$ cat src/rtl/core/event_queue_with_storm_drop_defines.svh
// Assertion macros for the event queue with storm drop.
// Used by the top level only; expects clk and rst_n in scope.
`ifndef EVENT_QUEUE_WITH_STORM_DROP_DEFINES_SVH
`define EVENT_QUEUE_WITH_STORM_DROP_DEFINES_SVH

// Same-cycle implication, checked outside reset.
`define EQSD_ASSERT_NOW(label, ante, cons, msg) \
    label: assert property (@(posedge clk) disable iff (!rst_n) (ante) |-> (cons)) \
        else $error(msg);

// Next-cycle implication, checked outside reset.
`define EQSD_ASSERT_NEXT(label, ante, cons, msg) \
    label: assert property (@(posedge clk) disable iff (!rst_n) (ante) |=> (cons)) \
        else $error(msg);

`endif

$ cat src/rtl/core/eqsd_pkg.sv
// Package for the event queue with storm drop: sizes, config codes and the
// command record passed from the front stage to the back stage. No dependencies.
`timescale 1ns / 1ps

package eqsd_pkg;

    localparam int DEPTH         = 1024;
    localparam int ADDR_BITS     = $clog2(DEPTH);
    localparam int FILL_BITS     = $clog2(DEPTH + 1);
    localparam int TYPE_BITS     = 8;
    localparam int PAYLOAD_BITS  = 32;
    localparam int ENTRY_BITS    = TYPE_BITS + PAYLOAD_BITS;

    localparam int QLIMIT_BITS   = 11;
    localparam int THRESH_BITS   = 16;
    localparam int RUN_BITS      = 16;
    localparam int DROP_BITS     = 32;

    localparam int CFG_IDX_BITS  = 2;
    localparam int CFG_DATA_BITS = 16;

    localparam logic [CFG_IDX_BITS-1:0] REG_QUEUE_LIMIT     = 2'd0;
    localparam logic [CFG_IDX_BITS-1:0] REG_THRESHOLD_LIMIT = 2'd1;

    localparam logic [QLIMIT_BITS-1:0] QLIMIT_RESET = 11'd1024;
    localparam logic [THRESH_BITS-1:0] THRESH_RESET = 16'd100;

    localparam logic OP_ENQUEUE = 1'b0;
    localparam logic OP_DEQUEUE = 1'b1;

    // Command queue between the stages
    localparam int QDEPTH     = 2;
    localparam int Q_PTR_BITS = $clog2(QDEPTH);
    localparam int Q_CNT_BITS = $clog2(QDEPTH + 1);

    typedef struct packed {
        logic                  wr;        // store entry, result reports accepted
        logic                  rd;        // fetch entry, result reports a dequeue
        logic [ADDR_BITS-1:0]  addr;
        logic [ENTRY_BITS-1:0] entry;     // {type, payload}
        logic [FILL_BITS-1:0]  occupancy;
        logic [DROP_BITS-1:0]  dropped;
    } cmd_t;

endpackage

$ cat src/rtl/core/eqsd_front.sv
// Front stage: accepts items, runs admission control and owns the storage pointers and
// counters. Emits one cmd_t per input transfer, dropped items included. Depends on eqsd_pkg.
`timescale 1ns / 1ps

module eqsd_front
(
    input  logic                               clk,
    input  logic                               rst_n,
    input  logic                               in_valid,
    output logic                               in_stall,
    input  logic                               opcode,
    input  logic [eqsd_pkg::TYPE_BITS-1:0]     event_type,
    input  logic [eqsd_pkg::PAYLOAD_BITS-1:0]  payload,
    input  logic                               cfg_we,
    input  logic [eqsd_pkg::CFG_IDX_BITS-1:0]  cfg_index,
    input  logic [eqsd_pkg::CFG_DATA_BITS-1:0] cfg_data,
    output logic                               push_valid,
    input  logic                               push_ready,
    output eqsd_pkg::cmd_t                     push_data
);
    import eqsd_pkg::*;

    logic [ADDR_BITS-1:0]   head_reg, head_next;
    logic [ADDR_BITS-1:0]   tail_reg, tail_next;
    logic [FILL_BITS-1:0]   fill_reg, fill_next;
    logic [TYPE_BITS-1:0]   last_type_reg, last_type_next;
    logic [RUN_BITS-1:0]    run_reg, run_next;
    logic [DROP_BITS-1:0]   drop_reg, drop_next;
    logic [QLIMIT_BITS-1:0] queue_limit_reg;
    logic [THRESH_BITS-1:0] threshold_reg;
    logic                   take;
    logic                   drop;

    assign in_stall   = !push_ready;
    assign push_valid = in_valid;
    assign take       = in_valid && push_ready;

    always_comb
    begin
        head_next      = head_reg;
        tail_next      = tail_reg;
        fill_next      = fill_reg;
        last_type_next = last_type_reg;
        run_next       = run_reg;
        drop_next      = drop_reg;
        drop           = 1'b0;
        push_data      = '0;
        push_data.entry = {event_type, payload};

        if (opcode == OP_ENQUEUE)
        begin
            if (event_type == last_type_reg)
            begin
                if (run_reg != '1)
                    run_next = run_reg + 1'b1;
            end
            else
            begin
                run_next       = RUN_BITS'(1);
                last_type_next = event_type;
            end

            if (32'(fill_reg) >= 32'(queue_limit_reg))
            begin
                if (event_type == '0 || run_next >= threshold_reg)
                    drop = 1'b1;
            end
            if (fill_reg == FILL_BITS'(DEPTH))
                drop = 1'b1;

            if (drop)
            begin
                if (drop_reg != '1)
                    drop_next = drop_reg + 1'b1;
            end
            else
            begin
                push_data.wr   = 1'b1;
                push_data.addr = tail_reg;
                tail_next = (tail_reg == ADDR_BITS'(DEPTH - 1)) ? '0 : tail_reg + 1'b1;
                fill_next = fill_reg + 1'b1;
            end
        end
        else if (fill_reg != '0)
        begin
            push_data.rd   = 1'b1;
            push_data.addr = head_reg;
            head_next = (head_reg == ADDR_BITS'(DEPTH - 1)) ? '0 : head_reg + 1'b1;
            fill_next = fill_reg - 1'b1;
        end

        push_data.occupancy = fill_next;
        push_data.dropped   = drop_next;
    end

    always_ff @(posedge clk or negedge rst_n)
    begin
        if (!rst_n)
        begin
            head_reg      <= '0;
            tail_reg      <= '0;
            fill_reg      <= '0;
            last_type_reg <= '0;
            run_reg       <= '0;
            drop_reg      <= '0;
        end
        else if (take)
        begin
            head_reg      <= head_next;
            tail_reg      <= tail_next;
            fill_reg      <= fill_next;
            last_type_reg <= last_type_next;
            run_reg       <= run_next;
            drop_reg      <= drop_next;
        end
    end

    // Register writes; unknown indexes are ignored
    always_ff @(posedge clk or negedge rst_n)
    begin
        if (!rst_n)
        begin
            queue_limit_reg <= QLIMIT_RESET;
            threshold_reg   <= THRESH_RESET;
        end
        else if (cfg_we)
        begin
            case (cfg_index)
                REG_QUEUE_LIMIT:     queue_limit_reg <= cfg_data[QLIMIT_BITS-1:0];
                REG_THRESHOLD_LIMIT: threshold_reg   <= cfg_data[THRESH_BITS-1:0];
                default:             ;
            endcase
        end
    end

endmodule

$ cat config.mk
export PLATFORM = sky130hd
export DESIGN_NAME = eqsd_front
export DESIGN_NICKNAME = d
export VERILOG_FILES = /design/src/rtl/core/event_queue_with_storm_drop_defines.svh /design/src/rtl/core/eqsd_pkg.sv /design/src/rtl/core/eqsd_front.sv
export SDC_FILE = /design/constraint.sdc
export NUM_CORES = 1
export LEC_CHECK = 0
export ABC_AREA = 0
export BUFFER_PORTS_ARGS = -buffer_cell sky130_fd_sc_hd__clkbuf_2
export CAP_MARGIN = 10
export CORE_MARGIN = 3
export CORE_UTILIZATION = 30
export DETAILED_ROUTE_END_ITERATION = 8
export PLACE_DENSITY = 0.45
export SYNTH_ARGS = -nofsm -noshare
export SYNTH_HDL_FRONTEND = slang
export SYNTH_SLANG_ARGS = --single-unit
$ cat constraint.sdc
create_clock -name clk -period 5.4 [get_ports clk]
set_input_delay 0.81 -clock clk [delete_from_list [all_inputs] [get_ports clk]]
set_output_delay 0.81 -clock clk [all_outputs]
set_load 0.005 [all_outputs]
==> run metrics <==
status=completed; RSZ-0062 raised after global routing=no; clk_skew=between 0.009 and 0.01 ns; die height=around 170 um; Psw=between 0.0009 and 0.001 W; Die ar.=28620 um2; Starting Density=0.3057; H-tree depth=4; HPWL after DPL=14890 um; setup_tns=0 ns; Tcrit/Tclk final=0.9382; fin crit period=roughly 5.1 ns; Residual DRC=0; largest net degree at the start of global routing=between 50 and 60; dpl cells=between 1000 and 1500; hold slack=0.1979 ns; Gate power share=0.234; Pwr Density=approximately 320 nW/um2; slew margin rel.=0.3873; Overflow after GRT=0; antenna violations before repair=0; clk slew on worst S/H paths=~0.050 ns; CP Max Fanout=7; # setup viols final=0; fin util=0.3510; crit end category=primary output; clock buffer count from CTS=17; Worst EP arrival=around 4.3 ns; Clock Path Buffers=2; EDFF count, synth=0; Root Driver=clkbuf_16; global-route wire length before repair=around 34000 um; Largest register FFs=32; Post-Syn Area=around 8000 um2; clock latency on the worst-skew pair=~0.42 ns; CP required=4.59 ns; Syn Inst Count=861; DR pass1 iterations=4; most common flop cell mapped by yosys=dfrtp_1; clk sinks=approximately 110; Area Growth Syn to Fin=14.85%; net count after synthesis=roughly 960; TritonCTS clock tree=done; Fmax=0.1974 GHz; I/O pins=around 160; vias in the first global route=6372; syn_area_per_cell=between 9 and 10 um2; Stages on worst setup path=18; proportion of layout cells with a drive suffix above 1=0.2530; Total Routing Usage GR=0.1486; vias post-DR=between 6000 and 7000; Core ar.=around 26000 um2; Seq cells post-synth=between 100 and 150; Syn. warnings=0; async set-reset flop share out of synthesis=1.000; final antenna-violating net count=0; Net count, final=1009; Reg area=around 2900 um2; Worst-Margin Slew=0.9156 ns; register share of total power=0.401; HP Class=in -> async; DRT Wirelength=20660 um; Detailed Route Iter0 Violations=329; count of pins over their slew limit=0; routed length per placed instance=~16 um; Crit-path slowest cell=dfrtp_1; Switching Share=0.3338; crit path cell chain=ha_1 > nand2_2 > nor4_2 > buf_4 > nand3_1 > mux2i_1 > nor2_1 > ha_1 > a21oi_1 > nand2_1 > a221oi_2 > o211ai_4 > buf_12 > a2111oi_1 > buf_4 > o21ai_0 > o31a_1 > clkbuf_2; library cells used by synthesis=between 60 and 70; R2R depth=16; Internal=0.001930 W; leakage dissipation=between 4 and 5 nW; number of port buffers=between 90 and 100; routability congestion estimate=0.7907; # fillers=2784; worst stage delay on the critical path=between 0.4 and 0.5 ns; WP buf/inv=4; non-filler cells, final=roughly 1300; Chip Width=about 170 um; final hold vios=0; CP top delay family=compound AO/OA/AOI/OAI gates; ANT cells=0; sequential cell area fraction in the yosys report=0.3578; number of max-cap violations=0; WS Path Type=reg -> out; clock power share=0.365; # rows=59; crit start category=flop; drt via density=around 5; maximum vdd drop=around 0.17 mV; multi-input combinational cell area=4516 um2
cell type report:
cell class | count | area share
flip-flops and latches | 114 | 0.3115
repair buffers | 118 | 0.07338
multi-input cells | 618 | 0.4922
inverters | 43 | 0.01759
well taps | 335 | 0.04569
clock inverters | 14 | 0.01282
clock buffers | 18 | 0.04678
through the flow:
stage               power (W)  cell area [um2]  setup slack [ns]
floorplan            0.001607             7988            0.5005
global placement     0.001857             8539           0.02168
detailed placement   0.001860             8539           -0.1268
CTS                  0.002941             9107           0.01416
global route         0.003081             9174          0.007859
finish               0.002897             9174            0.3340
layout by cell type (no fill, tap or decap), drive strengths merged, types with 25 or more instances in the layout:
master  netlist  routed
nor2         50      50
xor2         79      79
xnor2        25      25
nand2        83      83
clkbuf       26     113
nor4         42      42
dfrtp       110     110
o21ai        38      38
nand3        32      32
inv          42      42
nor3         30      30
mux2         30      30
ha           33      33
cell families after synthesis:
family	count (synthesis)	synth area share
AO/OA/AOI/OAI	123	0.1029
XOR/XNOR	104	0.1140
adder cells (fa/ha/maj)	33	0.05169
buffers and inverters	129	0.08756
flip-flops	114	0.3578
multiplexers	35	0.04856
AND/OR/NAND/NOR	323	0.2375
per-layer routing:
metal / vias up / part of all wire / global-route usage
met5: - / 0 / 0
met4: 0 / 0.013 / 0.04516
met3: 20 / 0.043 / 0.03354
met2: 124 / 0.47 / 0.2405
met1: 3008 / 0.47 / 0.1991
li1: 3128 / - / -
path summary, 6_finish.rpt:
kind | start | to | slack, ns
setup reg to reg | run_reg[0] | tail_reg[0] | 1.35
min in group clk | run_reg[9] | run_reg[9] | 0.48
max in group asynchronous | rst_n | drop_reg[10] | 4.27
hold / removal | rst_n | threshold_reg[15] | 0.20
hold reg to reg | run_reg[9] | run_reg[9] | 0.48
setup / recovery | run_reg[0] | push_data[41] | 0.33
power by group through the flow:
stage | Combinational (W) | Clock [W] | Sequential [W]
floorplan | 0.000513 | 0 | 0.00109
CTS | 0.000691 | 0.00109 | 0.00116
finish | 0.000678 | 0.00106 | 0.00116
detailed placement | 0.000684 | 0 | 0.00118
global placement | 0.000678 | 0 | 0.00118
global route | 0.000768 | 0.00113 | 0.00119
synth_stat cells (4+ instances only):
library cell | count | area share
a21oi_1 | 19 | 0.012
a22o_1 | 13 | 0.014
a31oi_1 | 6 | 0.0047
and2_1 | 8 | 0.0063
and3_1 | 22 | 0.017
buf_1 | 4 | 0.0019
buf_2 | 7 | 0.0044
buf_4 | 43 | 0.040
buf_6 | 6 | 0.0085
clkbuf_1 | 26 | 0.012
dfrtp_1 | 110 | 0.34
dfstp_2 | 4 | 0.013
ha_1 | 33 | 0.052
inv_1 | 42 | 0.020
mux2_2 | 28 | 0.039
mux2i_1 | 5 | 0.0063
nand2_1 | 83 | 0.039
nand2b_1 | 4 | 0.0031
nand3_1 | 32 | 0.020
nand4_1 | 18 | 0.014
nor2_1 | 50 | 0.023
nor3_1 | 28 | 0.018
nor3b_1 | 5 | 0.0047
nor4_1 | 11 | 0.0086
nor4_2 | 30 | 0.047
o211ai_1 | 5 | 0.0047
o21a_1 | 4 | 0.0038
o21ai_0 | 36 | 0.023
o31ai_1 | 9 | 0.0085
or3_1 | 4 | 0.0031
or4_1 | 8 | 0.0075
xnor2_1 | 25 | 0.027
xor2_1 | 79 | 0.087
what timing repair did:
item,CTS,global route
resized for setup,3,9
buffers inserted,0,2
hold buffers,0,0
endpoints found under the setup margin,39,52
endpoints found under the hold margin,0,0
pin swaps,0,1
No activity file was read; power rests on OpenSTA's default activity.
