--- config.mk ---
export PLATFORM = sky130hd
export DESIGN_NAME = eqsd_cmd_queue
export DESIGN_NICKNAME = d
export VERILOG_FILES = /design/src/rtl/core/event_queue_with_storm_drop_defines.svh /design/src/rtl/core/eqsd_pkg.sv /design/src/rtl/core/eqsd_cmd_queue.sv
export SDC_FILE = /design/constraint.sdc
export NUM_CORES = 1
export LEC_CHECK = 0
export BUFFER_PORTS_ARGS = -buffer_cell sky130_fd_sc_hd__clkbuf_2
export CORE_MARGIN = 1
export CORE_UTILIZATION = 40
export DETAILED_ROUTE_END_ITERATION = 12
export GPL_TIMING_DRIVEN = 0
export PLACE_DENSITY = 0.72
export SLEW_MARGIN = 20
export SYNTH_ARGS = -nofsm -noshare
export SYNTH_HDL_FRONTEND = slang
export SYNTH_SLANG_ARGS = --single-unit
--- constraint.sdc ---
create_clock -name clk -period 9.56 [get_ports clk]
set_input_delay 1.912 -clock clk [delete_from_list [all_inputs] [get_ports clk]]
set_output_delay 1.912 -clock clk [all_outputs]
set_load 0.005 [all_outputs]
--- src/rtl/core/event_queue_with_storm_drop_defines.svh ---
// Assertion macros for the event queue with storm drop.
// Used by the top level only; expects clk and rst_n in scope.
`ifndef EVENT_QUEUE_WITH_STORM_DROP_DEFINES_SVH
`define EVENT_QUEUE_WITH_STORM_DROP_DEFINES_SVH

// Same-cycle implication, checked outside reset.
`define EQSD_ASSERT_NOW(label, ante, cons, msg) \
    label: assert property (@(posedge clk) disable iff (!rst_n) (ante) |-> (cons)) \
        else $error(msg);

// Next-cycle implication, checked outside reset.
`define EQSD_ASSERT_NEXT(label, ante, cons, msg) \
    label: assert property (@(posedge clk) disable iff (!rst_n) (ante) |=> (cons)) \
        else $error(msg);

`endif

--- src/rtl/core/eqsd_pkg.sv ---
// Package for the event queue with storm drop: sizes, config codes and the
// command record passed from the front stage to the back stage. No dependencies.
`timescale 1ns / 1ps

package eqsd_pkg;

    localparam int DEPTH         = 1024;
    localparam int ADDR_BITS     = $clog2(DEPTH);
    localparam int FILL_BITS     = $clog2(DEPTH + 1);
    localparam int TYPE_BITS     = 8;
    localparam int PAYLOAD_BITS  = 32;
    localparam int ENTRY_BITS    = TYPE_BITS + PAYLOAD_BITS;

    localparam int QLIMIT_BITS   = 11;
    localparam int THRESH_BITS   = 16;
    localparam int RUN_BITS      = 16;
    localparam int DROP_BITS     = 32;

    localparam int CFG_IDX_BITS  = 2;
    localparam int CFG_DATA_BITS = 16;

    localparam logic [CFG_IDX_BITS-1:0] REG_QUEUE_LIMIT     = 2'd0;
    localparam logic [CFG_IDX_BITS-1:0] REG_THRESHOLD_LIMIT = 2'd1;

    localparam logic [QLIMIT_BITS-1:0] QLIMIT_RESET = 11'd1024;
    localparam logic [THRESH_BITS-1:0] THRESH_RESET = 16'd100;

    localparam logic OP_ENQUEUE = 1'b0;
    localparam logic OP_DEQUEUE = 1'b1;

    // Command queue between the stages
    localparam int QDEPTH     = 2;
    localparam int Q_PTR_BITS = $clog2(QDEPTH);
    localparam int Q_CNT_BITS = $clog2(QDEPTH + 1);

    typedef struct packed {
        logic                  wr;        // store entry, result reports accepted
        logic                  rd;        // fetch entry, result reports a dequeue
        logic [ADDR_BITS-1:0]  addr;
        logic [ENTRY_BITS-1:0] entry;     // {type, payload}
        logic [FILL_BITS-1:0]  occupancy;
        logic [DROP_BITS-1:0]  dropped;
    } cmd_t;

endpackage

--- src/rtl/core/eqsd_cmd_queue.sv ---
// Small command queue that decouples the front and back stages.
// Circular buffer of QDEPTH cmd_t entries. Depends on eqsd_pkg.
`timescale 1ns / 1ps

module eqsd_cmd_queue
(
    input  logic           clk,
    input  logic           rst_n,
    input  logic           push_valid,
    output logic           push_ready,
    input  eqsd_pkg::cmd_t push_data,
    output logic           pop_valid,
    input  logic           pop_ready,
    output eqsd_pkg::cmd_t pop_data
);
    import eqsd_pkg::*;

    cmd_t                  slot_reg [QDEPTH];
    logic [Q_PTR_BITS-1:0] wr_ptr_reg;
    logic [Q_PTR_BITS-1:0] rd_ptr_reg;
    logic [Q_CNT_BITS-1:0] count_reg;
    logic                  push;
    logic                  pop;

    assign push_ready = (count_reg != Q_CNT_BITS'(QDEPTH));
    assign pop_valid  = (count_reg != '0);
    assign pop_data   = slot_reg[rd_ptr_reg];
    assign push       = push_valid && push_ready;
    assign pop        = pop_valid && pop_ready;

    always_ff @(posedge clk or negedge rst_n)
    begin
        if (!rst_n)
        begin
            wr_ptr_reg <= '0;
            rd_ptr_reg <= '0;
            count_reg  <= '0;
        end
        else
        begin
            if (push)
                wr_ptr_reg <= (wr_ptr_reg == Q_PTR_BITS'(QDEPTH - 1)) ? '0 : wr_ptr_reg + 1'b1;
            if (pop)
                rd_ptr_reg <= (rd_ptr_reg == Q_PTR_BITS'(QDEPTH - 1)) ? '0 : rd_ptr_reg + 1'b1;
            if (push && !pop)
                count_reg <= count_reg + 1'b1;
            else if (pop && !push)
                count_reg <= count_reg - 1'b1;
        end
    end

    always_ff @(posedge clk)
    begin
        if (push)
            slot_reg[wr_ptr_reg] <= push_data;
    end

endmodule

==> results.md, run 1 <==
- Peak supply drop: 0.144 mV
- Sum of met3 wire segment lengths after detailed routing: 983 um
- Share of cells above drive strength 1: 61.7%
- First-pass GRT wire length: 19.3 mm
- Final antenna diode count: 0
- DPL Wire Length: 9.25 mm
- Count of mapped cells out of synthesis: 314
- Number of clock sinks: 194
- Number of cells on the worst hold path: 1
- Sequential fraction of the synthesis area: 80.1%
- Number of global-route vias before repair: 3,816
- Register-to-register setup slack: 7.63 ns
- Avg Vias per Cell: 4.62
- Largest net degree at the start of global routing: 37
- Layout net count: 634
- Max Cap Violations: 0
- Worst hold-check slack: 0.497 ns
- CTS buffer count: 17
- Number of flip-flops under the largest register name: 190
- HP Class: reg2reg
- Drc violations: 0
- Met1 WL: 4.97 mm
- Die extent in x: 137 um
- Netlist Area Pre-Place: 0.00725 sq mm
- Post-cts hold buffer count: 0
- Post-CTS Setup Inserts: 0
- Max-slew violation count: 0
- Routability congestion estimate from global placement: 0.683
- Number of rows created at floorplan: 48
- Total number of vias: 3,559
- Required time reported for the critical path endpoint: 7.65 ns
- Crit path capture type: output port
- Highest routed metal layer: met4
- Worst reg2reg endpoint: slot_reg[0][57]
- Run status: finished clean
- Final Hold Violating Endpoints: 0
- Post-layout power: 2.75 mW
- Mean Syn Cell Area: 23.1 sq um
- Initial antenna violation count: 0
- Critical path type: reg2out
- Overflow after GRT: 0
- CTS resizes: 0
- Length in cells of the worst reg-to-reg path: 5
- Total power divided by cell area: 298 mW/mm^2
- Clock-pin slew on the worst setup and hold paths: 0.06 ns
- Period Utilization, post-route: 37.4%
- Vertical die dimension: 137 um
- Net count of the mapped netlist: 414
- Insertion delay of the later-clocked pin in the worst-skew pair: 0.42 ns
- Met2 wire len: 6.62 mm
- 1st-iter DRT viols: 140
- CTS tree: built
- Starting Density: 41.5%
- Fill cell total of the finished layout: 1,366
- Total iterations of the first detailed-routing run: 4
- Final WL: 12.8 mm
- Post-DRT Antenna Nets: 0
- Signal arrival time at the worst endpoint: 1.66 ns
- Total Die Area: 0.0187 sq mm
- Worst slew margin: 62.3%
- Endpoint of the worst hold-timing path: count_reg[1]
- CP startpoint kind: flip-flop
- Count of cell types in the netlist: 17
- Fmax achieved: 280 MHz
- Number of port buffers: 195
- Worst-case clock buffer depth: 2
- Tightest Pin Transition: 0.565 ns
- Wire length per cell: 16.5 um
- Number of warnings issued by yosys: 0
- Hold path startpoint: count_reg[1]
- Maximum level of the CTS H-tree: 4
- Area of the core region: 0.0175 sq mm
- Unrepaired setup endpoints after global routing: no
- Boundary pin count: 196
- RR Startpoint: count_reg[0]
- Worst Clk Skew: 0.00595 ns
- Clock root buffer master: sky130_fd_sc_hd__clkbuf_16
- Number of synthesized register bits: 194
- Final TNS setup: 0 ns
- Overall Global Routing Usage: 14.2%
- Final setup viols: 0
- Time the worst path needs with I/O delays and setup: 3.57 ns
- Critical path peak fanout: 10
- Leakage component of the power: 3.61 nW
- Synthesis-to-layout area growth: 27.2%
[Yosys cell counts (all sizes together)]
library cell / number / area share (%)
edfxtp: 190 / 79
mux2: 95 / 17
buf: 11 / 1.8
dfrtp: 4 / 1.4
xnor2: 3 / 0.36
nand2: 2 / 0.10
nor2: 2 / 0.10
xor2: 2 / 0.24
and3: 1 / 0.086
ha: 1 / 0.17
inv: 1 / 0.052
nand2b: 1 / 0.086
or2: 1 / 0.086
[placed cells by master, fill, tap and decap left out]
cell	synthesis	final
sky130_fd_sc_hd__and3_4	0	1
sky130_fd_sc_hd__buf_12	4	7
sky130_fd_sc_hd__buf_16	0	3
sky130_fd_sc_hd__buf_2	5	5
sky130_fd_sc_hd__buf_6	1	1
sky130_fd_sc_hd__buf_8	1	1
sky130_fd_sc_hd__bufinv_16	0	2
sky130_fd_sc_hd__clkbuf_1	0	1
sky130_fd_sc_hd__clkbuf_16	0	17
sky130_fd_sc_hd__clkbuf_2	0	195
sky130_fd_sc_hd__clkinv_1	0	3
sky130_fd_sc_hd__clkinv_2	0	1
sky130_fd_sc_hd__clkinvlp_4	0	3
sky130_fd_sc_hd__dfrtp_1	4	4
sky130_fd_sc_hd__edfxtp_1	190	190
sky130_fd_sc_hd__ha_1	1	1
sky130_fd_sc_hd__inv_1	1	1
sky130_fd_sc_hd__inv_6	0	4
sky130_fd_sc_hd__mux2_2	55	55
sky130_fd_sc_hd__mux2_4	40	40
sky130_fd_sc_hd__nand2_1	2	2
sky130_fd_sc_hd__nand2b_1	1	1
sky130_fd_sc_hd__nor2_1	2	1
sky130_fd_sc_hd__nor2_4	0	1
sky130_fd_sc_hd__or2_2	1	1
sky130_fd_sc_hd__xnor2_1	3	3
sky130_fd_sc_hd__xor2_1	2	2
[critical path, cell delays in order (launching register included)]
cell	delay, ns
sky130_fd_sc_hd__dfrtp_1	0.34
sky130_fd_sc_hd__buf_6	0.13
sky130_fd_sc_hd__buf_2	0.27
sky130_fd_sc_hd__mux2_2	0.38
sky130_fd_sc_hd__clkbuf_2	0.12
[how the worst max path moves through the flow]
stage	startpoint	to	slack, ns	depth (start not counted)
final	rd_ptr_reg	pop_data[70]	5.99	4
after global routing	rd_ptr_reg	pop_data[66]	5.88	4
after CTS	rd_ptr_reg	pop_data[37]	5.94	5
after detailed placement	push_valid	slot_reg[0][16]	6.18	5
after global placement	push_valid	slot_reg[0][30]	0.96	3
after floorplan	push_valid	slot_reg[0][0]	3.05	2
[per-stage QoR]
| stage | cell area [sq um] | instances | util [%] | setup slack (ns) |
|---|---|---|---|---|
| final | 9230 | 771 | 52.8 | 5.99 |
| after detailed placement | 8660 | 740 | 49.6 | 6.18 |
| after global routing | 9230 | 771 | 52.8 | 5.88 |
| after global placement | 8510 | 734 | 48.7 | 0.963 |
| after CTS | 9230 | 771 | 52.8 | 5.94 |
| after floorplan | 7250 | 314 | - | 3.05 |
[layout make-up]
class                           count  area [sq um]  area share (%)
Sequential cell                   194          5810            62.9
Multi-Input combinational cell    108          1320            14.3
Timing Repair Buffer              201          1120            12.1
Clock buffer                       18           429            4.65
Tap cell                          225           282            3.05
Clock inverter                     13           134            1.45
Buffer                             11           131            1.42
Inverter                            1          3.75          0.0407
[routing by layer]
layer	vias to the layer above	track usage [%]
li1	1681	-
met1	1732	16.0
met2	129	24.3
met3	17	5.48
met4	0	5.37
met5	-	0
[report_power, final]
| part | internal [mW] | switching [mW] |
|---|---|---|
| clock | 0.384 | 0.293 |
| sequential | 1.16 | 0.0469 |
| combinational | 0.470 | 0.398 |
| total | 2.01 | 0.737 |
[cell families after synthesis]
group | share of synthesized area (%)
muxes | 16.8
and+or+nand+nor | 0.466
adders and majority gates | 0.173
DFF | 80.1
buffers and inverters | 1.86
xor gates and xnor gates | 0.604
Power figures use the tool's default switching activity.
==> inputs of run 2 (changes only) <==
--- a/config.mk
+++ b/config.mk
@@ -10,7 +10,7 @@
 export CORE_UTILIZATION = 40
 export DETAILED_ROUTE_END_ITERATION = 12
 export GPL_TIMING_DRIVEN = 0
-export PLACE_DENSITY = 0.72
+export PLACE_DENSITY = 0.74
 export SLEW_MARGIN = 20
 export SYNTH_ARGS = -nofsm -noshare
 export SYNTH_HDL_FRONTEND = slang
==> constraint.sdc (replaced) <==
create_clock -name clk -period 2.98 [get_ports clk]
set_input_delay 0.596 -clock clk [delete_from_list [all_inputs] [get_ports clk]]
set_output_delay 0.596 -clock clk [all_outputs]
set_load 0.005 [all_outputs]
==> run 2 against run 1 <==
Net effect: clock skew is essentially flat; die area is the same; global-route usage shrank 0.071 points; count of clock-buffer cells in the layout is 1 higher; final cell count is the same; sequential share of layout area about the same; hold slack got worse by 0.13 ns; core utilization hardly changed; critical path depth stayed put; non-clock buffer count stayed put; largest cell class unchanged.
==> results.md, run 2 (synthesized netlist as in run 1, its figures left out) <==
- Worst reg2reg endpoint: slot_reg[0][64]
- Global route hottest layer: met2
- Worst Clk Skew: 0.00589 ns (-0.0000545 ns)
- Utilization of the core after routing: 52.8% (about the same)
- Worst slew margin: 52.7% (-9.6 points)
- Number of rows created at floorplan: 48 (unchanged)
- Overall Global Routing Usage: 14.1% (-0.071 points)
- Post-layout power: 8.85 mW (+220%)
- Post-CTS Setup Inserts: 0 (unchanged)
- Tightest Pin Transition: 0.710 ns (+0.145 ns)
- Maximum level of the CTS H-tree: 4 (unchanged)
- Number of port buffers: 195 (unchanged)
- Period Utilization, post-route: 76.6%
- Insertion delay of the later-clocked pin in the worst-skew pair: 0.41 ns (about the same)
- Share of cells above drive strength 1: 61.7% (unchanged)
- Buffers & Inverters on Critical Path: 3 (unchanged)
- Most frequent cells in the layout: 195 x sky130_fd_sc_hd__clkbuf_2, 190 x sky130_fd_sc_hd__edfxtp_1, 55 x sky130_fd_sc_hd__mux2_2, 40 x sky130_fd_sc_hd__mux2_4, 17 x sky130_fd_sc_hd__clkbuf_16
- HP Class: in2reg
- Met2 routing resource usage after global routing: 24.5% (+0.20 points)
- Number of global-route vias before repair: 3,953 (+3.6%)
- Number of flip-flops under the largest register name: 190 (unchanged)
- Most common library cell in the layout ignoring fill and taps: sky130_fd_sc_hd__clkbuf_2
- Max-slew violation count: 0 (unchanged)
- CTS tree: built
- Largest net degree at the start of global routing: 49 (+32%)
- Run status: finished clean
- Origin of the worst setup path: rd_ptr_reg
- Footprint of the flip-flops and latches: 0.00581 sq mm (unchanged)
- Total iterations of the first detailed-routing run: 4 (unchanged)
- Required time reported for the critical path endpoint: 2.38 ns (-5.27 ns)
- Fill cell total of the finished layout: 1,434 (+5.0%)
- Area of the multi-input gates: 0.00132 sq mm (unchanged)
- Count of cell instances traversed by the critical path: 4 (unchanged)
- Critical path peak fanout: 10 (unchanged)
- CTS buffer count: 17 (unchanged)
- List of cells traversed by the critical path: buf_6 -> buf_2 -> mux2_2 -> clkbuf_2
- Post-DRT Antenna Nets: 0 (unchanged)
- Clock-pin slew on the worst setup and hold paths: 0.07 ns (about the same)
- Wire length per cell: 16.8 um (+1.5%)
- First-pass GRT wire length: 19.5 mm (+0.97%)
- Worst-case clock buffer depth: 2 (unchanged)
- Avg Vias per Cell: 4.71 (+2.1%)
- Critical path type: reg2out
- Final setup viols: 0 (unchanged)
- Crit path capture type: output port
- Starting Density: 41.5% (unchanged)
- Total Die Area: 0.0187 sq mm (unchanged)
- Area of the core region: 0.0175 sq mm (unchanged)
- CP startpoint kind: flip-flop
- Final Hold Violating Endpoints: 0 (unchanged)
- Met1 usage: 15.7% (-0.22 points)
- Routability congestion estimate from global placement: 0.693 (+1.4%)
- 1st-iter DRT viols: 154 (+10%)
- Critical path's top delay family: buffers and inverters
- Overflow after GRT: 0 (unchanged)
- Unrepaired setup endpoints after global routing: no
- Maximum single-stage delay on the critical path: 0.38 ns (about the same)
- Boundary pin count: 196 (unchanged)
- Number of clock sinks: 194 (unchanged)
- Fmax achieved: 438 MHz
- Peak supply drop: 0.562 mV (+290%)
- Final antenna diode count: 0 (unchanged)
- Vertical die dimension: 137 um (unchanged)
- RR Startpoint: count_reg[0]
- Leakage component of the power: 3.62 nW (+0.24%)
- Met3 layer usage reported by global route: 5.48% (unchanged)
- Setup Slack @ Placement: 0.826 ns (-5.36 ns)
- Length in cells of the worst reg-to-reg path: 5 (unchanged)
- Clock root buffer master: sky130_fd_sc_hd__clkbuf_16
- Drc violations: 0 (unchanged)
- DPL Wire Length: 9.11 mm (-1.6%)
- Die extent in x: 137 um (unchanged)
- Max Cap Violations: 0 (unchanged)
- Total number of vias: 3,633 (+2.1%)
- Time the worst path needs with I/O delays and setup: 2.28 ns
- Signal arrival time at the worst endpoint: 1.69 ns (+0.03 ns)
- Critical path destination: pop_data[86]
- Initial antenna violation count: 0 (unchanged)
- Register-to-register setup slack: 0.96 ns (-6.67 ns)
- Total power divided by cell area: 960 mW/mm^2 (+220%)
- Cell with the biggest individual delay on the critical path: sky130_fd_sc_hd__mux2_2
- Synthesis-to-layout area growth: 27.2% (about the same)
- Final WL: 12.9 mm (+1.5%)
- Final TNS setup: 0 ns (unchanged)
- Layout net count: 634 (unchanged)
- Setup WS post-layout: 0.696 ns (-5.29 ns)
[run 2: changes by cell type in the layout (fill, tap and decap cells not counted)]
cell / previous run / this run
sky130_fd_sc_hd__clkbuf_1: 1 / 2
sky130_fd_sc_hd__clkinv_1: 3 / 1
sky130_fd_sc_hd__buf_16: 3 / 4
sky130_fd_sc_hd__dlygate4sd3_1: 0 / 1
sky130_fd_sc_hd__clkinv_4: 0 / 1
sky130_fd_sc_hd__clkinv_2: 1 / 3
sky130_fd_sc_hd__clkinvlp_4: 3 / 1
sky130_fd_sc_hd__buf_12: 7 / 5
[run 2: worst reg2reg max path, cell delays in order (launching register included)]
cell,delay [ns]
sky130_fd_sc_hd__dfrtp_1,0.41
sky130_fd_sc_hd__nand2b_1,0.18
sky130_fd_sc_hd__nand2_1,0.15
sky130_fd_sc_hd__nor2_4,0.50
sky130_fd_sc_hd__buf_16,0.25
sky130_fd_sc_hd__buf_12,0.21
[run 2: final cells by class]
type                       count  area share [%]
sequential                   194            62.9
multi-input combinational    108            14.3
timing repair buffer         201            12.1
clock buffer                  19            4.69
tap                          225            3.05
buffer                        11            1.42
clock inverter                12            1.41
inverter                       1          0.0407
[run 2: timing repair]
item                                   in CTS  in global routing
endpoints found under the hold margin       4                  0
gates resized for setup                     0                  0
hold buffers                                1                  0
[run 2: routing by layer]
layer | part of all wire [%] | wire length (um)
met1 | 39 | 5050
met2 | 53 | 6790
met3 | 7.2 | 929
met4 | 1.2 | 161
met5 | 0 | 0
[run 2: how the worst min path moves through the flow]
stage	cells past startpoint	slack, ns	from	end
final	1	0.37	push_data[35]	slot_reg[0][35]
after global placement	1	0.40	rst_n	rd_ptr_reg
after floorplan	0	0.30	rst_n	count_reg[0]
after detailed placement	1	0.41	rst_n	count_reg[1]
after global routing	1	0.34	push_data[53]	slot_reg[1][53]
after CTS	1	0.34	push_data[20]	slot_reg[1][20]
[run 2: stage by stage]
stage	hold slack, ns	instance area, sq um	instances
finish	0.369	9220	771
CTS	0.344	9220	771
detailed placement	0.409	8650	739
floorplan	0.300	7260	314
global route	0.339	9220	771
global placement	0.402	8520	734
[run 2: where the power goes]
part	switching, mW	internal (mW)	total, mW
sequential	0.149	3.73	3.87
clock	0.962	1.24	2.20
combinational	1.28	1.50	2.78
total	2.39	6.46	8.85
==> inputs of run 3 (changes only) <==
==> constraint.sdc (replaced) <==
create_clock -name clk -period 2.02 [get_ports clk]
set_input_delay 0.404 -clock clk [delete_from_list [all_inputs] [get_ports clk]]
set_output_delay 0.404 -clock clk [all_outputs]
set_load 0.005 [all_outputs]
==> run 3 against run 2 <==
Net effect: the run now ends with negative setup slack left; sequential share of layout area shrank 0.99 points; final area up 1.6%; via count is 1.2% higher; worst setup slack got worse by 0.73 ns; critical path depth up 1; routed wire length grew 3.4%; register-to-register slack worse by 0.75 ns; flip-flop and latch count is the same; global-route usage up 0.66 points; clock skew down 0.0023 ns; critical path type unchanged.
==> results.md, run 3 (synthesized netlist as in run 1, its figures left out) <==
- Origin of the worst setup path: rd_ptr_reg
- Critical path type: reg2out
- Crit path capture type: output port
- Setup Slack @ Placement: -0.0408 ns (-0.867 ns)
- Final Hold Violating Endpoints: 0 (unchanged)
- Wire length per cell: 17.2 um (+2.7%)
- Signal arrival time at the worst endpoint: 1.65 ns (-0.04 ns)
- Drc violations: 0 (unchanged)
- Worst Clk Skew: 0.00355 ns (-0.00234 ns)
- Overflow after GRT: 0 (unchanged)
- First-pass GRT wire length: 20.0 mm (+2.3%)
- Maximum single-stage delay on the critical path: 0.37 ns (about the same)
- Final setup viols: 51 (+51)
- Worst hold-check slack: 0.174 ns (-0.195 ns)
- Setup WS post-layout: -0.0364 ns (-0.733 ns)
- Number of global-route vias before repair: 3,885 (-1.7%)
- Required time reported for the critical path endpoint: 1.62 ns (-0.76 ns)
- Boundary pin count: 196 (unchanged)
- Most frequent cells in the layout: 193 x sky130_fd_sc_hd__clkbuf_2, 190 x sky130_fd_sc_hd__edfxtp_1, 55 x sky130_fd_sc_hd__mux2_2, 40 x sky130_fd_sc_hd__mux2_4, 18 x sky130_fd_sc_hd__clkbuf_16
- Most numerous cell on the critical path: sky130_fd_sc_hd__buf_12
- Total number of vias: 3,678 (+1.2%)
- List of cells traversed by the critical path: buf_6 -> buf_12 -> buf_12 -> mux2_4 -> clkbuf_2
- 1st-iter DRT viols: 173 (+12%)
- RR Startpoint: count_reg[0]
- Final antenna diode count: 0 (unchanged)
- Register-to-register setup slack: 0.21 ns (-0.75 ns)
- CP startpoint kind: flip-flop
- CTS tree: built
- HP Class: in2reg
- Starting Density: 41.5% (unchanged)
- Most common library cell in the layout ignoring fill and taps: sky130_fd_sc_hd__clkbuf_2
- Length in cells of the worst reg-to-reg path: 5 (unchanged)
- Worst reg2reg endpoint: slot_reg[0][25]
- Number of rows created at floorplan: 48 (unchanged)
- Avg Vias per Cell: 4.74 (+0.59%)
- Vertical die dimension: 137 um (unchanged)
- Total Die Area: 0.0187 sq mm (unchanged)
- Tightest Pin Transition: 0.596 ns (-0.114 ns)
- Post-DRT Antenna Nets: 0 (unchanged)
- Worst-case clock buffer depth: 2 (unchanged)
- Total iterations of the first detailed-routing run: 4 (unchanged)
- Final TNS setup: -0.937 ns (-0.937 ns)
- Placement Cell Area: 0.00864 sq mm (-0.17%)
- CTS buffer count: 17 (unchanged)
- Violations in the final reports: negative setup slack
- Final Instance Count excl. Fillers: 776 (+0.65%)
- Layout net count: 639 (+0.79%)
- Period Utilization, post-route: 102%
- Insertion delay of the later-clocked pin in the worst-skew pair: 0.41 ns (about the same)
- Peak supply drop: 0.794 mV (+41%)
- Clock root buffer master: sky130_fd_sc_hd__clkbuf_16
- Total power divided by cell area: 1430 mW/mm^2 (+49%)
- Maximum level of the CTS H-tree: 4 (unchanged)
- Worst slew margin: 60.2% (+7.6 points)
- Routability congestion estimate from global placement: 0.734 (+6.0%)
- Max Cap Violations: 0 (unchanged)
- Die extent in x: 137 um (unchanged)
- Leakage component of the power: 3.69 nW (+1.8%)
- Unrepaired setup endpoints after global routing: yes
- Number of clock sinks: 194 (unchanged)
- Max-slew violation count: 0 (unchanged)
- Area of the core region: 0.0175 sq mm (unchanged)
- Critical path destination: pop_data[54]
- Fmax achieved: 486 MHz
- DPL Wire Length: 9.41 mm (+3.3%)
- Run status: finished with violations
- Share of cells above drive strength 1: 62.8% (+1.1 points)
- Cell with the biggest individual delay on the critical path: sky130_fd_sc_hd__dfrtp_1
- Final WL: 13.4 mm (+3.4%)
- Critical path peak fanout: 10 (unchanged)
- Time the worst path needs with I/O delays and setup: 2.06 ns
- Post-route cell area: 0.00937 sq mm (+1.6%)
- Number of port buffers: 195 (unchanged)
- Number of flip-flops under the largest register name: 190 (unchanged)
- Overall Global Routing Usage: 14.8% (+0.66 points)
- Initial antenna violation count: 0 (unchanged)
- Clock-pin slew on the worst setup and hold paths: 0.07 ns (about the same)
- Synthesis-to-layout area growth: 29.2%
- Cell Count Post-Placement: 739 (unchanged)
- Largest net degree at the start of global routing: 42 (-14%)
-- run 3: what timing repair did --
action | CTS | global route
hold endpoints to repair | 4 | 0
setup buffers | 2 | 0
endpoints found under the setup margin | 113 | 93
gates resized for setup | 9 | 9
gates cloned | 2 | 1
hold buffers | 1 | 0
pin swaps | 1 | 0
-- run 3: worst min path at each step --
stage               slack, ns  cells past startpoint               to           from
floorplan                0.11                      0     count_reg[0]          rst_n
global placement         0.22                      1     count_reg[0]          rst_n
detailed placement       0.22                      1       wr_ptr_reg          rst_n
CTS                      0.15                      1  slot_reg[1][85]  push_data[85]
global route             0.14                      1  slot_reg[1][68]  push_data[68]
finish                   0.17                      1  slot_reg[1][36]  push_data[36]
-- run 3: per-stage QoR --
stage | utilization, % | total power [mW]
floorplan | - | 8.31
global route | 53.6 | 14.1
finish | 53.6 | 13.4
detailed placement | 49.4 | 9.98
global placement | 48.8 | 9.74
CTS | 53.3 | 13.5
-- run 3: cell type report --
cell class	count	area, sq um
plain buffers	11	169
clock buffers	17	425
repair buffers	205	1180
inverters	1	3.75
well taps	225	282
fillers	1390	8110
flip-flops and latches	194	5810
clock inverters	14	165
multi-input cells	109	1340
-- run 3: power breakdown --
part           total, mW  internal [mW]  leakage [nW]  switching [mW]
combinational       4.39           2.43          1.59            1.96
sequential          5.73           5.49          1.81           0.234
clock               3.33           1.94         0.290            1.39
-- run 3: per-layer routing --
layer / GRT usage (%) / share of wire, % / up-vias / routed length, um
li1: - / - / 1701 / -
met1: 16.1 / 39 / 1807 / 5160
met2: 25.5 / 51 / 149 / 6760
met3: 5.74 / 8.8 / 21 / 1180
met4: 6.23 / 2.1 / 0 / 279
met5: 0 / 0 / - / 0
-- run 3: critical path, delay by kind of cell (launching register included) --
kind,cells,cell delay (ns)
muxes,1,0.30
DFF,1,0.37
buffers and inverters,4,0.55
